--- config.mk ---
export PLATFORM = sky130hd
export DESIGN_NAME = brake_pressure_mode_selector
export DESIGN_NICKNAME = d
export VERILOG_FILES = /design/src/hw/rtl/bpms_pkg.sv /design/src/hw/rtl/bpms_axle.sv /design/src/hw/rtl/bpms_merge.sv /design/src/hw/rtl/brake_pressure_mode_selector.sv
export SDC_FILE = /design/constraint.sdc
export NUM_CORES = 1
export LEC_CHECK = 0
export ABC_AREA = 1
export BUFFER_PORTS_ARGS = -buffer_cell sky130_fd_sc_hd__buf_4
export CORE_ASPECT_RATIO = 0.7
export CORE_MARGIN = 2
export CORE_UTILIZATION = 60
export DETAILED_ROUTE_END_ITERATION = 7
export PLACE_DENSITY = 0.79
export SLEW_MARGIN = 20
export SYNTH_ARGS = -nofsm -noshare
export SYNTH_HDL_FRONTEND = slang
export SYNTH_SLANG_ARGS = --single-unit
--- constraint.sdc ---
create_clock -name aclk -period 6.8 [get_ports aclk]
set_clock_uncertainty 0.1 [all_clocks]
set_input_delay 1.36 -clock aclk [delete_from_list [all_inputs] [get_ports aclk]]
set_output_delay 1.36 -clock aclk [all_outputs]
set_load 0.01 [all_outputs]
--- src/hw/rtl/bpms_pkg.sv ---
// shared types, constants and register indexes of the brake pressure mode selector
package bpms_pkg;

    // width of every pressure, target and pressure-domain threshold
    localparam int PRESSURE_BITS = 12;
    localparam int DRIVE_BITS    = 8;
    localparam int MODE_BITS     = 3;
    localparam int WHEELS        = 4;
    localparam int IN_FIELDS     = 2 * WHEELS;

    // stream payload widths, padded to whole bytes
    localparam int IN_DATA_BITS  = ((IN_FIELDS * PRESSURE_BITS + 7) / 8) * 8;
    localparam int OUT_USED_BITS = 2 * MODE_BITS + 3 * DRIVE_BITS + 1;
    localparam int OUT_DATA_BITS = ((OUT_USED_BITS + 7) / 8) * 8;

    // configuration port
    localparam int CFG_INDEX_BITS = 3;
    localparam int CFG_DATA_BITS  = (PRESSURE_BITS > DRIVE_BITS) ? PRESSURE_BITS : DRIVE_BITS;

    // fixed rule thresholds
    localparam int KEEP_FLOOR   = 600;
    localparam int RELEASE_CEIL = 500;
    localparam int RELEASE_BAND = 200;

    // axle mode codes
    localparam logic [MODE_BITS-1:0] MODE_RELEASE    = 3'd0;
    localparam logic [MODE_BITS-1:0] MODE_QUICK_RISE = 3'd1;
    localparam logic [MODE_BITS-1:0] MODE_SLOW_RISE  = 3'd2;
    localparam logic [MODE_BITS-1:0] MODE_QUICK_FALL = 3'd3;
    localparam logic [MODE_BITS-1:0] MODE_KEEP       = 3'd4;

    // configuration register indexes
    localparam logic [CFG_INDEX_BITS-1:0] REG_QUICK_RISE_DRIVE   = 3'd0;
    localparam logic [CFG_INDEX_BITS-1:0] REG_SLOW_RISE_DRIVE    = 3'd1;
    localparam logic [CFG_INDEX_BITS-1:0] REG_KEEP_DRIVE         = 3'd2;
    localparam logic [CFG_INDEX_BITS-1:0] REG_QUICK_RISE_GAP     = 3'd3;
    localparam logic [CFG_INDEX_BITS-1:0] REG_SLOW_RISE_GAP      = 3'd4;
    localparam logic [CFG_INDEX_BITS-1:0] REG_QUICK_FALL_GAP     = 3'd5;
    localparam logic [CFG_INDEX_BITS-1:0] REG_KEEP_BAND          = 3'd6;
    localparam logic [CFG_INDEX_BITS-1:0] REG_OVERPRESSURE_LIMIT = 3'd7;

    typedef logic [PRESSURE_BITS-1:0] pressure_t;
    typedef logic [DRIVE_BITS-1:0]    drive_t;
    typedef logic [MODE_BITS-1:0]     mode_t;

    // configuration set seen by the lanes and the merge stage
    typedef struct packed {
        drive_t    quick_rise_drive;
        drive_t    slow_rise_drive;
        drive_t    keep_drive;
        pressure_t quick_rise_gap;
        pressure_t slow_rise_gap;
        pressure_t quick_fall_gap;
        pressure_t keep_band;
        pressure_t overpressure_limit;
    } cfg_t;

    // what one axle lane decided
    typedef struct packed {
        mode_t  mode;
        drive_t drive;
    } axle_t;

    // one result transaction
    typedef struct packed {
        logic   overpressure_release;
        drive_t pump_drive;
        drive_t rear_drive;
        drive_t front_drive;
        mode_t  rear_mode;
        mode_t  front_mode;
    } result_t;

endpackage

--- src/hw/rtl/bpms_axle.sv ---
// one axle lane: ordered mode rules and the held mode and drive of that axle
module bpms_axle (
    input  logic                aclk,
    input  logic                aresetn,
    input  logic                advance,
    input  bpms_pkg::cfg_t      cfg,
    input  bpms_pkg::pressure_t p0,
    input  bpms_pkg::pressure_t t0,
    input  bpms_pkg::pressure_t p1,
    input  bpms_pkg::pressure_t t1,
    output bpms_pkg::axle_t     axle_next
);
    import bpms_pkg::*;

    typedef logic signed [PRESSURE_BITS:0] diff_t;

    axle_t held_reg;

    diff_t up0, up1, dn0, dn1;
    diff_t qr, sr, qf, kb;
    logic signed [31:0] dn0_w, dn1_w;
    logic [31:0] p0_w, p1_w;
    logic fire_qr, fire_sr, fire_qf, fire_keep, fire_rel;

    // signed differences and thresholds
    always_comb begin
        up0   = $signed({1'b0, t0}) - $signed({1'b0, p0});
        up1   = $signed({1'b0, t1}) - $signed({1'b0, p1});
        dn0   = $signed({1'b0, p0}) - $signed({1'b0, t0});
        dn1   = $signed({1'b0, p1}) - $signed({1'b0, t1});
        qr    = $signed({1'b0, cfg.quick_rise_gap});
        sr    = $signed({1'b0, cfg.slow_rise_gap});
        qf    = $signed({1'b0, cfg.quick_fall_gap});
        kb    = $signed({1'b0, cfg.keep_band});
        dn0_w = 32'(dn0);
        dn1_w = 32'(dn1);
        p0_w  = 32'(p0);
        p1_w  = 32'(p1);
    end

    // rule conditions
    always_comb begin
        fire_qr   = (up0 > qr) || (up1 > qr);
        fire_sr   = ((up0 < qr) && (up0 > sr)) || ((up1 < qr) && (up1 > sr));
        fire_qf   = (dn0 > qf) || (dn1 > qf);
        fire_keep = (p0_w > 32'(KEEP_FLOOR)) && (p1_w > 32'(KEEP_FLOOR)) &&
                    (((dn0 > 0) && (dn0 < kb)) || ((dn1 > 0) && (dn1 < kb)));
        fire_rel  = (p0_w < 32'(RELEASE_CEIL)) && (p1_w < 32'(RELEASE_CEIL)) &&
                    (dn0_w < RELEASE_BAND) && (dn0_w > -RELEASE_BAND) &&
                    (dn1_w < RELEASE_BAND) && (dn1_w > -RELEASE_BAND);
    end

    // last rule that fires wins, else the held values stay
    always_comb begin
        priority if (fire_rel) begin
            axle_next = '{mode: MODE_RELEASE, drive: '0};
        end else if (fire_keep) begin
            axle_next = '{mode: MODE_KEEP, drive: cfg.keep_drive};
        end else if (fire_qf) begin
            axle_next = '{mode: MODE_QUICK_FALL, drive: '0};
        end else if (fire_sr) begin
            axle_next = '{mode: MODE_SLOW_RISE, drive: cfg.slow_rise_drive};
        end else if (fire_qr) begin
            axle_next = '{mode: MODE_QUICK_RISE, drive: cfg.quick_rise_drive};
        end else begin
            axle_next = held_reg;
        end
    end

    // held state follows each accepted transaction
    always_ff @(posedge aclk) begin
        if (!aresetn) begin
            held_reg <= '{mode: MODE_RELEASE, drive: '0};
        end else if (advance) begin
            held_reg <= axle_next;
        end
    end

endmodule

--- src/hw/rtl/bpms_merge.sv ---
// merge stage: pump drive from both lanes and the overpressure check
module bpms_merge (
    input  bpms_pkg::axle_t     front,
    input  bpms_pkg::axle_t     rear,
    input  bpms_pkg::pressure_t lf_p,
    input  bpms_pkg::pressure_t rf_p,
    input  bpms_pkg::pressure_t lr_p,
    input  bpms_pkg::pressure_t rr_p,
    input  bpms_pkg::pressure_t limit,
    output bpms_pkg::result_t   result
);
    import bpms_pkg::*;

    // larger axle drive goes to the pump
    always_comb begin
        result.front_mode  = front.mode;
        result.rear_mode   = rear.mode;
        result.front_drive = front.drive;
        result.rear_drive  = rear.drive;
        result.pump_drive  = (front.drive > rear.drive) ? front.drive : rear.drive;
        result.overpressure_release = (lf_p > limit) || (rf_p > limit) ||
                                      (lr_p > limit) || (rr_p > limit);
    end

endmodule

--- src/hw/rtl/brake_pressure_mode_selector.sv ---
// top level: config registers, two axle lanes, merge stage and output register
//
// Takes one transaction per clock and returns one result per transaction, registered in the cycle
// after it is accepted. Both axle lanes and the merge stage settle within the accepting cycle,
// and the held mode and drive update in the same edge, so the next transaction may
// follow at once; throughput is one per cycle, limited only by m_tready through the
// single output register. Configuration writes are always taken (cfg_ready is high)
// and should be made while no transaction is in flight.
module brake_pressure_mode_selector (
    input  logic                                aclk,
    input  logic                                aresetn,
    // lf_p, rf_p, lr_p, rr_p, lf_t, rf_t, lr_t, rr_t pressures, lowest bits first
    input  logic [bpms_pkg::IN_DATA_BITS-1:0]   s_tdata,
    input  logic                                s_tvalid,
    output logic                                s_tready,
    // front_mode, rear_mode, front_drive, rear_drive, pump_drive,
    // overpressure_release, zero pad, lowest bits first
    output logic [bpms_pkg::OUT_DATA_BITS-1:0]  m_tdata,
    output logic                                m_tvalid,
    input  logic                                m_tready,
    input  logic                                cfg_valid,
    output logic                                cfg_ready,
    input  logic [bpms_pkg::CFG_INDEX_BITS-1:0] cfg_index,
    input  logic [bpms_pkg::CFG_DATA_BITS-1:0]  cfg_data
);
    import bpms_pkg::*;

    cfg_t      cfg_reg;
    result_t   result_reg;
    logic      m_tvalid_reg;
    pressure_t press [IN_FIELDS];
    axle_t     front_next, rear_next;
    result_t   result_next;
    logic      accept;

    // unpack the input transaction
    always_comb begin
        for (int i = 0; i < IN_FIELDS; i++) begin
            press[i] = s_tdata[i*PRESSURE_BITS +: PRESSURE_BITS];
        end
    end

    assign s_tready  = !m_tvalid_reg || m_tready;
    assign accept    = s_tvalid && s_tready;
    assign cfg_ready = 1'b1;

    // configuration registers
    always_ff @(posedge aclk) begin
        if (!aresetn) begin
            cfg_reg.quick_rise_drive   <= DRIVE_BITS'(60);
            cfg_reg.slow_rise_drive    <= DRIVE_BITS'(20);
            cfg_reg.keep_drive         <= DRIVE_BITS'(8);
            cfg_reg.quick_rise_gap     <= PRESSURE_BITS'(500);
            cfg_reg.slow_rise_gap      <= PRESSURE_BITS'(100);
            cfg_reg.quick_fall_gap     <= PRESSURE_BITS'(300);
            cfg_reg.keep_band          <= PRESSURE_BITS'(200);
            cfg_reg.overpressure_limit <= PRESSURE_BITS'(3800);
        end else if (cfg_valid && cfg_ready) begin
            unique case (cfg_index)
                REG_QUICK_RISE_DRIVE:   cfg_reg.quick_rise_drive   <= cfg_data[DRIVE_BITS-1:0];
                REG_SLOW_RISE_DRIVE:    cfg_reg.slow_rise_drive    <= cfg_data[DRIVE_BITS-1:0];
                REG_KEEP_DRIVE:         cfg_reg.keep_drive         <= cfg_data[DRIVE_BITS-1:0];
                REG_QUICK_RISE_GAP:     cfg_reg.quick_rise_gap     <= cfg_data[PRESSURE_BITS-1:0];
                REG_SLOW_RISE_GAP:      cfg_reg.slow_rise_gap      <= cfg_data[PRESSURE_BITS-1:0];
                REG_QUICK_FALL_GAP:     cfg_reg.quick_fall_gap     <= cfg_data[PRESSURE_BITS-1:0];
                REG_KEEP_BAND:          cfg_reg.keep_band          <= cfg_data[PRESSURE_BITS-1:0];
                REG_OVERPRESSURE_LIMIT: cfg_reg.overpressure_limit <= cfg_data[PRESSURE_BITS-1:0];
                default: ;
            endcase
        end
    end

    // front axle lane
    bpms_axle u_front (
        .aclk      (aclk),
        .aresetn   (aresetn),
        .advance   (accept),
        .cfg       (cfg_reg),
        .p0        (press[0]),
        .t0        (press[4]),
        .p1        (press[1]),
        .t1        (press[5]),
        .axle_next (front_next)
    );

    // rear axle lane
    bpms_axle u_rear (
        .aclk      (aclk),
        .aresetn   (aresetn),
        .advance   (accept),
        .cfg       (cfg_reg),
        .p0        (press[2]),
        .t0        (press[6]),
        .p1        (press[3]),
        .t1        (press[7]),
        .axle_next (rear_next)
    );

    // combine lane results
    bpms_merge u_merge (
        .front  (front_next),
        .rear   (rear_next),
        .lf_p   (press[0]),
        .rf_p   (press[1]),
        .lr_p   (press[2]),
        .rr_p   (press[3]),
        .limit  (cfg_reg.overpressure_limit),
        .result (result_next)
    );

    // output register
    always_ff @(posedge aclk) begin
        if (!aresetn) begin
            m_tvalid_reg <= 1'b0;
        end else if (accept) begin
            m_tvalid_reg <= 1'b1;
        end else if (m_tready) begin
            m_tvalid_reg <= 1'b0;
        end
    end

    always_ff @(posedge aclk) begin
        if (accept) begin
            result_reg <= result_next;
        end
    end

    assign m_tvalid = m_tvalid_reg;
    assign m_tdata  = OUT_DATA_BITS'(result_reg);

    // pump drive is the larger axle drive
    assert property (@(posedge aclk) disable iff (!aresetn)
        m_tvalid |-> (result_reg.pump_drive >= result_reg.front_drive) &&
                     (result_reg.pump_drive >= result_reg.rear_drive) &&
                     ((result_reg.pump_drive == result_reg.front_drive) ||
                      (result_reg.pump_drive == result_reg.rear_drive)))
        else $error("pump drive is not the larger axle drive");

    // release and quick fall always carry zero drive
    assert property (@(posedge aclk) disable iff (!aresetn)
        m_tvalid && ((result_reg.front_mode == MODE_RELEASE) ||
                     (result_reg.front_mode == MODE_QUICK_FALL))
        |-> (result_reg.front_drive == '0))
        else $error("front drive not zero in release or quick fall");

    assert property (@(posedge aclk) disable iff (!aresetn)
        m_tvalid && ((result_reg.rear_mode == MODE_RELEASE) ||
                     (result_reg.rear_mode == MODE_QUICK_FALL))
        |-> (result_reg.rear_drive == '0))
        else $error("rear drive not zero in release or quick fall");

    // every accepted transaction shows up as a result next cycle
    assert property (@(posedge aclk) disable iff (!aresetn)
        accept |=> m_tvalid)
        else $error("accepted transaction produced no result");

endmodule

# Word-level counts from Yosys, hierarchy flattened
# Index checks and enable logic that the tools add are counted.
# Widths: inputs -> output; s select.
dict set report totals {
  reg_bits 138
  in_bits 116
  output_inout_bits 35
}
dict set report op_classes {
  n_lt_le_gt_ge 45
  n_eq_ne 7
  reduce_logical 46
  addsub 8
  mux 13
}
# operator count
set op_table {}
lappend op_table {{$gt 13x13->1} 12}
lappend op_table {{$mux 11} 10}
lappend op_table {{$lt 13x13->1} 8}
lappend op_table {{$sub 12x12->13} 8}
lappend op_table {{$gt 13x1->1 const B} 4}
lappend op_table {{$gt 13x9->1 const B} 4}
lappend op_table {{$lt 13x9->1 const B} 4}
lappend op_table {{$gt 12x10->1 const B} 4}
lappend op_table {{$gt 12x12->1} 4}
lappend op_table {{$lt 12x9->1 const B} 4}
lappend op_table {{$logic_and 1x1->1} 23}
lappend op_table {{$reduce_and 2->1} 8}
lappend op_table {{$eq 3x3->1 const B} 4}
lappend op_table {{$logic_or 1x1->1} 12}
lappend op_table {{$gt 8x8->1} 1}
lappend op_table {{$mux 8} 1}
lappend op_table {{$eq 3x2->1 const B} 2}
lappend op_table {{$eq 3x1->1 const B} 1}
lappend op_table {{$logic_not 3->1} 1}
lappend op_table {{$mux 1} 2}
lappend op_table {{$reduce_bool 2->1} 1}
lappend op_table {{$logic_not 1->1} 1}

# Longest topological paths before layout
dict set report depth {
  ltp_word 10
  ltp_mapped 37
}

# Hierarchy
# A second synthesis with hierarchy kept.
dict set report hier_totals {
  cells_unflattened 2882
  hier_area_um2 18341.3
}
# module cells_each seq_area_each_um2 area_per_inst_um2 n_inst
set modules_own_cells {}
lappend modules_own_cells {{bpms_axle at u_rear} 1062 220.2 6219.7 1}
lappend modules_own_cells {{bpms_axle at u_front} 1048 220.2 6139.6 1}
lappend modules_own_cells {brake_pressure_mode_selector 497 2632.5 4255.3 1}
lappend modules_own_cells {bpms_merge 275 0.0 1726.7 1}

# Worst setup path before layout
# No wires, ideal clock.
dict set report synth_path {
  path_type {input to register}
  start {in s_tdata[2] (netlist name)}
  end {reg result_reg (netlist bit m_tdata[26]), data pin}
  path_buffers 2
  stages 28
  setup_time_ns 0.261
  t_arrival_ns 5.462
  slack_ns 0.977
  cell_sequence {inv_1 > ha_1 > buf_2 > a21oi_1 > o21ai_0 > a21oi_1 > o21ai_0 > a21oi_1 > o221ai_1 > xor2_1 > inv_1 > ha_1 > inv_1 > o41ai_1 > inv_1 > nand2_2 > nand2_2 > nand2_1 > nand3_1 > nand2_1 > nand2_1 > nand2_1 > inv_1 > ha_1 > nand4_1 > o31ai_1 > buf_2 > o21ai_1}
}
# item line
set synth_rtl {}
lappend synth_rtl {{start: declaration} brake_pressure_mode_selector.sv:13} ;# input logic [bpms_pkg::IN_DATA_BITS-1:0] s_tdata,
lappend synth_rtl {{end signal: assignment} brake_pressure_mode_selector.sv:124} ;# result_reg <= result_next;
lappend synth_rtl {{end: declaration} brake_pressure_mode_selector.sv:29} ;# result_t result_reg;

==> impl_summary.txt <==
----------------------------------------------------
[Outcome]
  Outcome ... complete, no violations

[Job]
  Reported max-cap violation count ... 0

[Floorplanning]
  Die area ... a little over 30,000 um2
  Die Height ... 146 um
  Initial core utilization ... slightly above 60%
  Count of pins on the block boundary ... 151
  Area inside the core boundary ... 28,600 um2
  Number of standard-cell rows in the floorplan ... between 50 and 60
  Die boundary width ... 207 um

[Drt]
  Mean number of vias per cell ... about 5.9
  Detailed Route WL ... 61.1 mm
  Length of routed met3 wiring ... approximately 7.4 mm
  Top routing layer in use ... met4
  Remaining antenna violation count ... 0
  Initial DRC count ... about 2,100
  Vias post-DR ... 18,200
  Detail-routed net length per standard cell ... 19.8 um
  Initial DRT Pass Iterations ... 6
  Routed metal-1 wire length ... 26.6 mm
  Post-detailed-route DRC marker count ... 0
  Metal2 WL ... 25.3 mm

[Yosys]
  Share of the synthesized area in the top cell type ... 24.5%
  Number of synthesized register bits ... 138
  Ys Warns ... 0
  Post-Syn Instances ... 2,545
  Syn Area/Cell ... 6.81 um2
  Synthesized netlist net count ... 3,009
  Share of the yosys chip area belonging to registers ... 17.7%
  Number of unique standard cell types used by synthesis ... between 50 and 60
  Syn Std Cell Area ... 17,300 um2
  Top area cells in the synthesized netlist ... sky130_fd_sc_hd__ha_1 25%, sky130_fd_sc_hd__dfxtp_1 12%, sky130_fd_sc_hd__nand2_1 12%
  Synth area leader ... sky130_fd_sc_hd__ha_1

[STA]
  Minimum clock period ... approximately 6.4 ns
  Setup violation total in the final timing report ... 0
  Portion of the clock cycle consumed by the worst path in the final layout ... a little over nine tenths
  Count of pins over their slew limit ... 0
  Setup total negative slack ... 0 ns
  Number of hold violations in the final report ... 0
  Slew headroom ... 34.7%
  Maximum frequency from static timing analysis ... 157 MHz
  Hold slack ... ~0.42 ns
  Setup repair after global routing missed its margin ... false
  Worst-margin pin slew ... just under 1 ns

[Finish]
  Commonest cells after routing, fill and taps aside ... 544 x sky130_fd_sc_hd__nand2_1, 405 x sky130_fd_sc_hd__inv_1, 340 x sky130_fd_sc_hd__ha_1
  Number of nets in the final layout ... 3,163
  Area overhead of the layout relative to synthesis ... 12.5%
  Antenna fix cells ... 0
  Cell area after layout ... just under 20,000 um2
  Layout cell share with drive strength beyond 1 ... 12.8%
  Most common library cell in the layout ignoring fill and taps ... sky130_fd_sc_hd__nand2_1
  Filler-free cell count of the finished design ... approximately 3,000
  Flip-flop count of the largest register after layout ... 84

[Hold path]
  Worst min-delay path startpoint ... cfg_reg[65]$_SDFFE_PN0P_
  Worst hold-check path type ... register to register
  End point of the worst hold path ... cfg_reg[65]$_SDFFE_PN0P_
  Hold Path Depth ... 2

[Clock tree]
  Setup fix buffers added after clock tree synthesis ... 0
  Clock tree from TritonCTS ... built
  Clock network latency to the later pin of the worst-skew pair ... 0.44 ns
  Clk Tree Root Cell ... sky130_fd_sc_hd__clkbuf_16
  Clock transition at the register clock pins on the worst setup and hold paths after CTS ... approximately 0.070 ns
  Number of clock buffers inserted by TritonCTS ... 17
  Number of H-tree branching levels ... 4
  Total clock sinks ... between 100 and 150
  Number of resized instances in the post-cts repair step ... 0
  Buffers from clock root to sink, at most ... 2
  Post-CTS Hold Buffers ... 0

[Worst setup path]
  CP Launch Type ... primary input
  Category of the worst setup path capture point ... register
  Terminus of the critical flop-to-flop path ... m_tdata[22]$_DFFE_PP_
  Critical-path top delay cell ... sky130_fd_sc_hd__o21ai_2
  Critical path peak fanout ... 10
  Worst setup path class ... primary input to register
  Beginning of the worst register-to-register path ... cfg_reg[52]$_SDFFE_PN1P_
  Max stage delay on crit path ... 0.45 ns
  Worst R2R Setup Slack ... 2.48 ns
  Depth of the worst register-to-register path ... 26
  Cell repeated most along the worst path ... sky130_fd_sc_hd__nand2_1
  Data required, critical path ... roughly 7 ns
  Data arrival, critical path ... 6.47 ns

[Power]
  Total power per unit cell area ... 221 nW/um2
  Static leakage power ... 10.4 nW
  Peak VDD IR ... 0.000174 V
  Final Power ... approximately 0.0043 W

[Placed design]
  Area post-placement ... 18,900 um2
  Number of cells after detailed placement ... 3,058
  Post-DP HPWL ... 50.2 mm
  Last weighted congestion value of the routability-driven placer ... 0.987
  IO buf count ... 148

[GRT]
  Pin count of the biggest net entering global routing ... 101
  Via count of the first global-routing pass ... 17,000
  Initial antenna violation count ... 0
  Global Route Usage Sum ... 39.9%
  Global-route wire length before repair ... 94.6 mm
  Overflow after GRT ... 0

----------------------------------------------------
[through the flow]
step / utilization [%] / setup slack (ns)
5_1_grt: 68.1 / 0.0821
3_3_place_gp: 66.1 / 0.280
4_1_cts: 68.1 / 0.633
3_5_place_dp: 66.1 / 0.227
6_report: 68.1 / 0.435
2_1_floorplan: - / 0.977
[synth_stat cells (all sizes together)]
master	instances
a2111oi	2
a211oi	4
a21boi	6
a21o	5
a21oi	251
a221o	1
a221oi	1
a311oi	1
a31oi	1
and3	2
and3b	1
buf	21
clkbuf	25
clkinv	3
conb	2
dfxtp	107
dlygate4sd1	1
edfxtp	31
fa	8
ha	340
inv	431
nand2	587
nand3	183
nand3b	8
nand4	34
nor2	165
nor3	34
nor4	8
o2111ai	5
o211ai	24
o21a	5
o21ai	158
o21bai	11
o221ai	4
o31ai	6
o41ai	3
or2	2
xnor2	6
xor2	58
[worst max-delay path by stage]
stage | from | endpoint | slack, ns | depth (start not counted)
after detailed placement | s_tdata[4] | m_tdata[22]$_DFFE_PP_ | 0.23 | 32
final | s_tdata[4] | m_tdata[22]$_DFFE_PP_ | 0.43 | 32
after floorplan | s_tdata[2] | m_tdata[26]$_DFFE_PP_ | 0.98 | 28
after CTS | s_tdata[4] | m_tdata[22]$_DFFE_PP_ | 0.63 | 32
after global placement | s_tdata[28] | m_tdata[22]$_DFFE_PP_ | 0.28 | 33
after global routing | s_tdata[27] | m_tdata[28]$_DFFE_PP_ | 0.08 | 34
[worst max-delay path, delay by kind of cell]
kind	cells	cell delay, ns
fa+ha+maj	3	1.01
buf+inv	6	0.67
xor+xnor	1	0.16
compound gates	12	2.17
simple gates	10	1.10
[per-layer routing]
layer	vias to the layer above	track usage (%)
li1	8723	-
met1	8352	55.9
met2	960	60.1
met3	126	10.2
met4	0	12.3
met5	-	0
[power by group]
| group | switching [W] | internal, W |
|---|---|---|
| Sequential | 0.0000445 | 0.000965 |
| Combinational | 0.00154 | 0.000861 |
| Clock | 0.000424 | 0.000481 |
| Total | 0.00201 | 0.00231 |
[cell families (layout without fill, tap and decap cells)]
logic type | after synthesis | after routing | synth area share, %
AOI/OAI and AO/OA | 488 | 488 | 16.0
DFF | 138 | 138 | 17.7
other | 2 | 2 | 0.0433
and+or+nand+nor | 1024 | 1024 | 26.5
xor gates and xnor gates | 64 | 64 | 3.32
adders and majority gates | 348 | 348 | 25.5
buffers and inverters | 481 | 648 | 10.9
[layout make-up]
cell class / count / area (um2)
Multi-Input combinational cell: 1926 / 12400
Fill cell: 2537 / 9130
Sequential cell: 138 / 3070
Inverter: 434 / 1630
Timing Repair Buffer: 182 / 1370
Tap cell: 378 / 473
Clock buffer: 17 / 425
Clock inverter: 15 / 135
(Power assumes the default switching activity.)
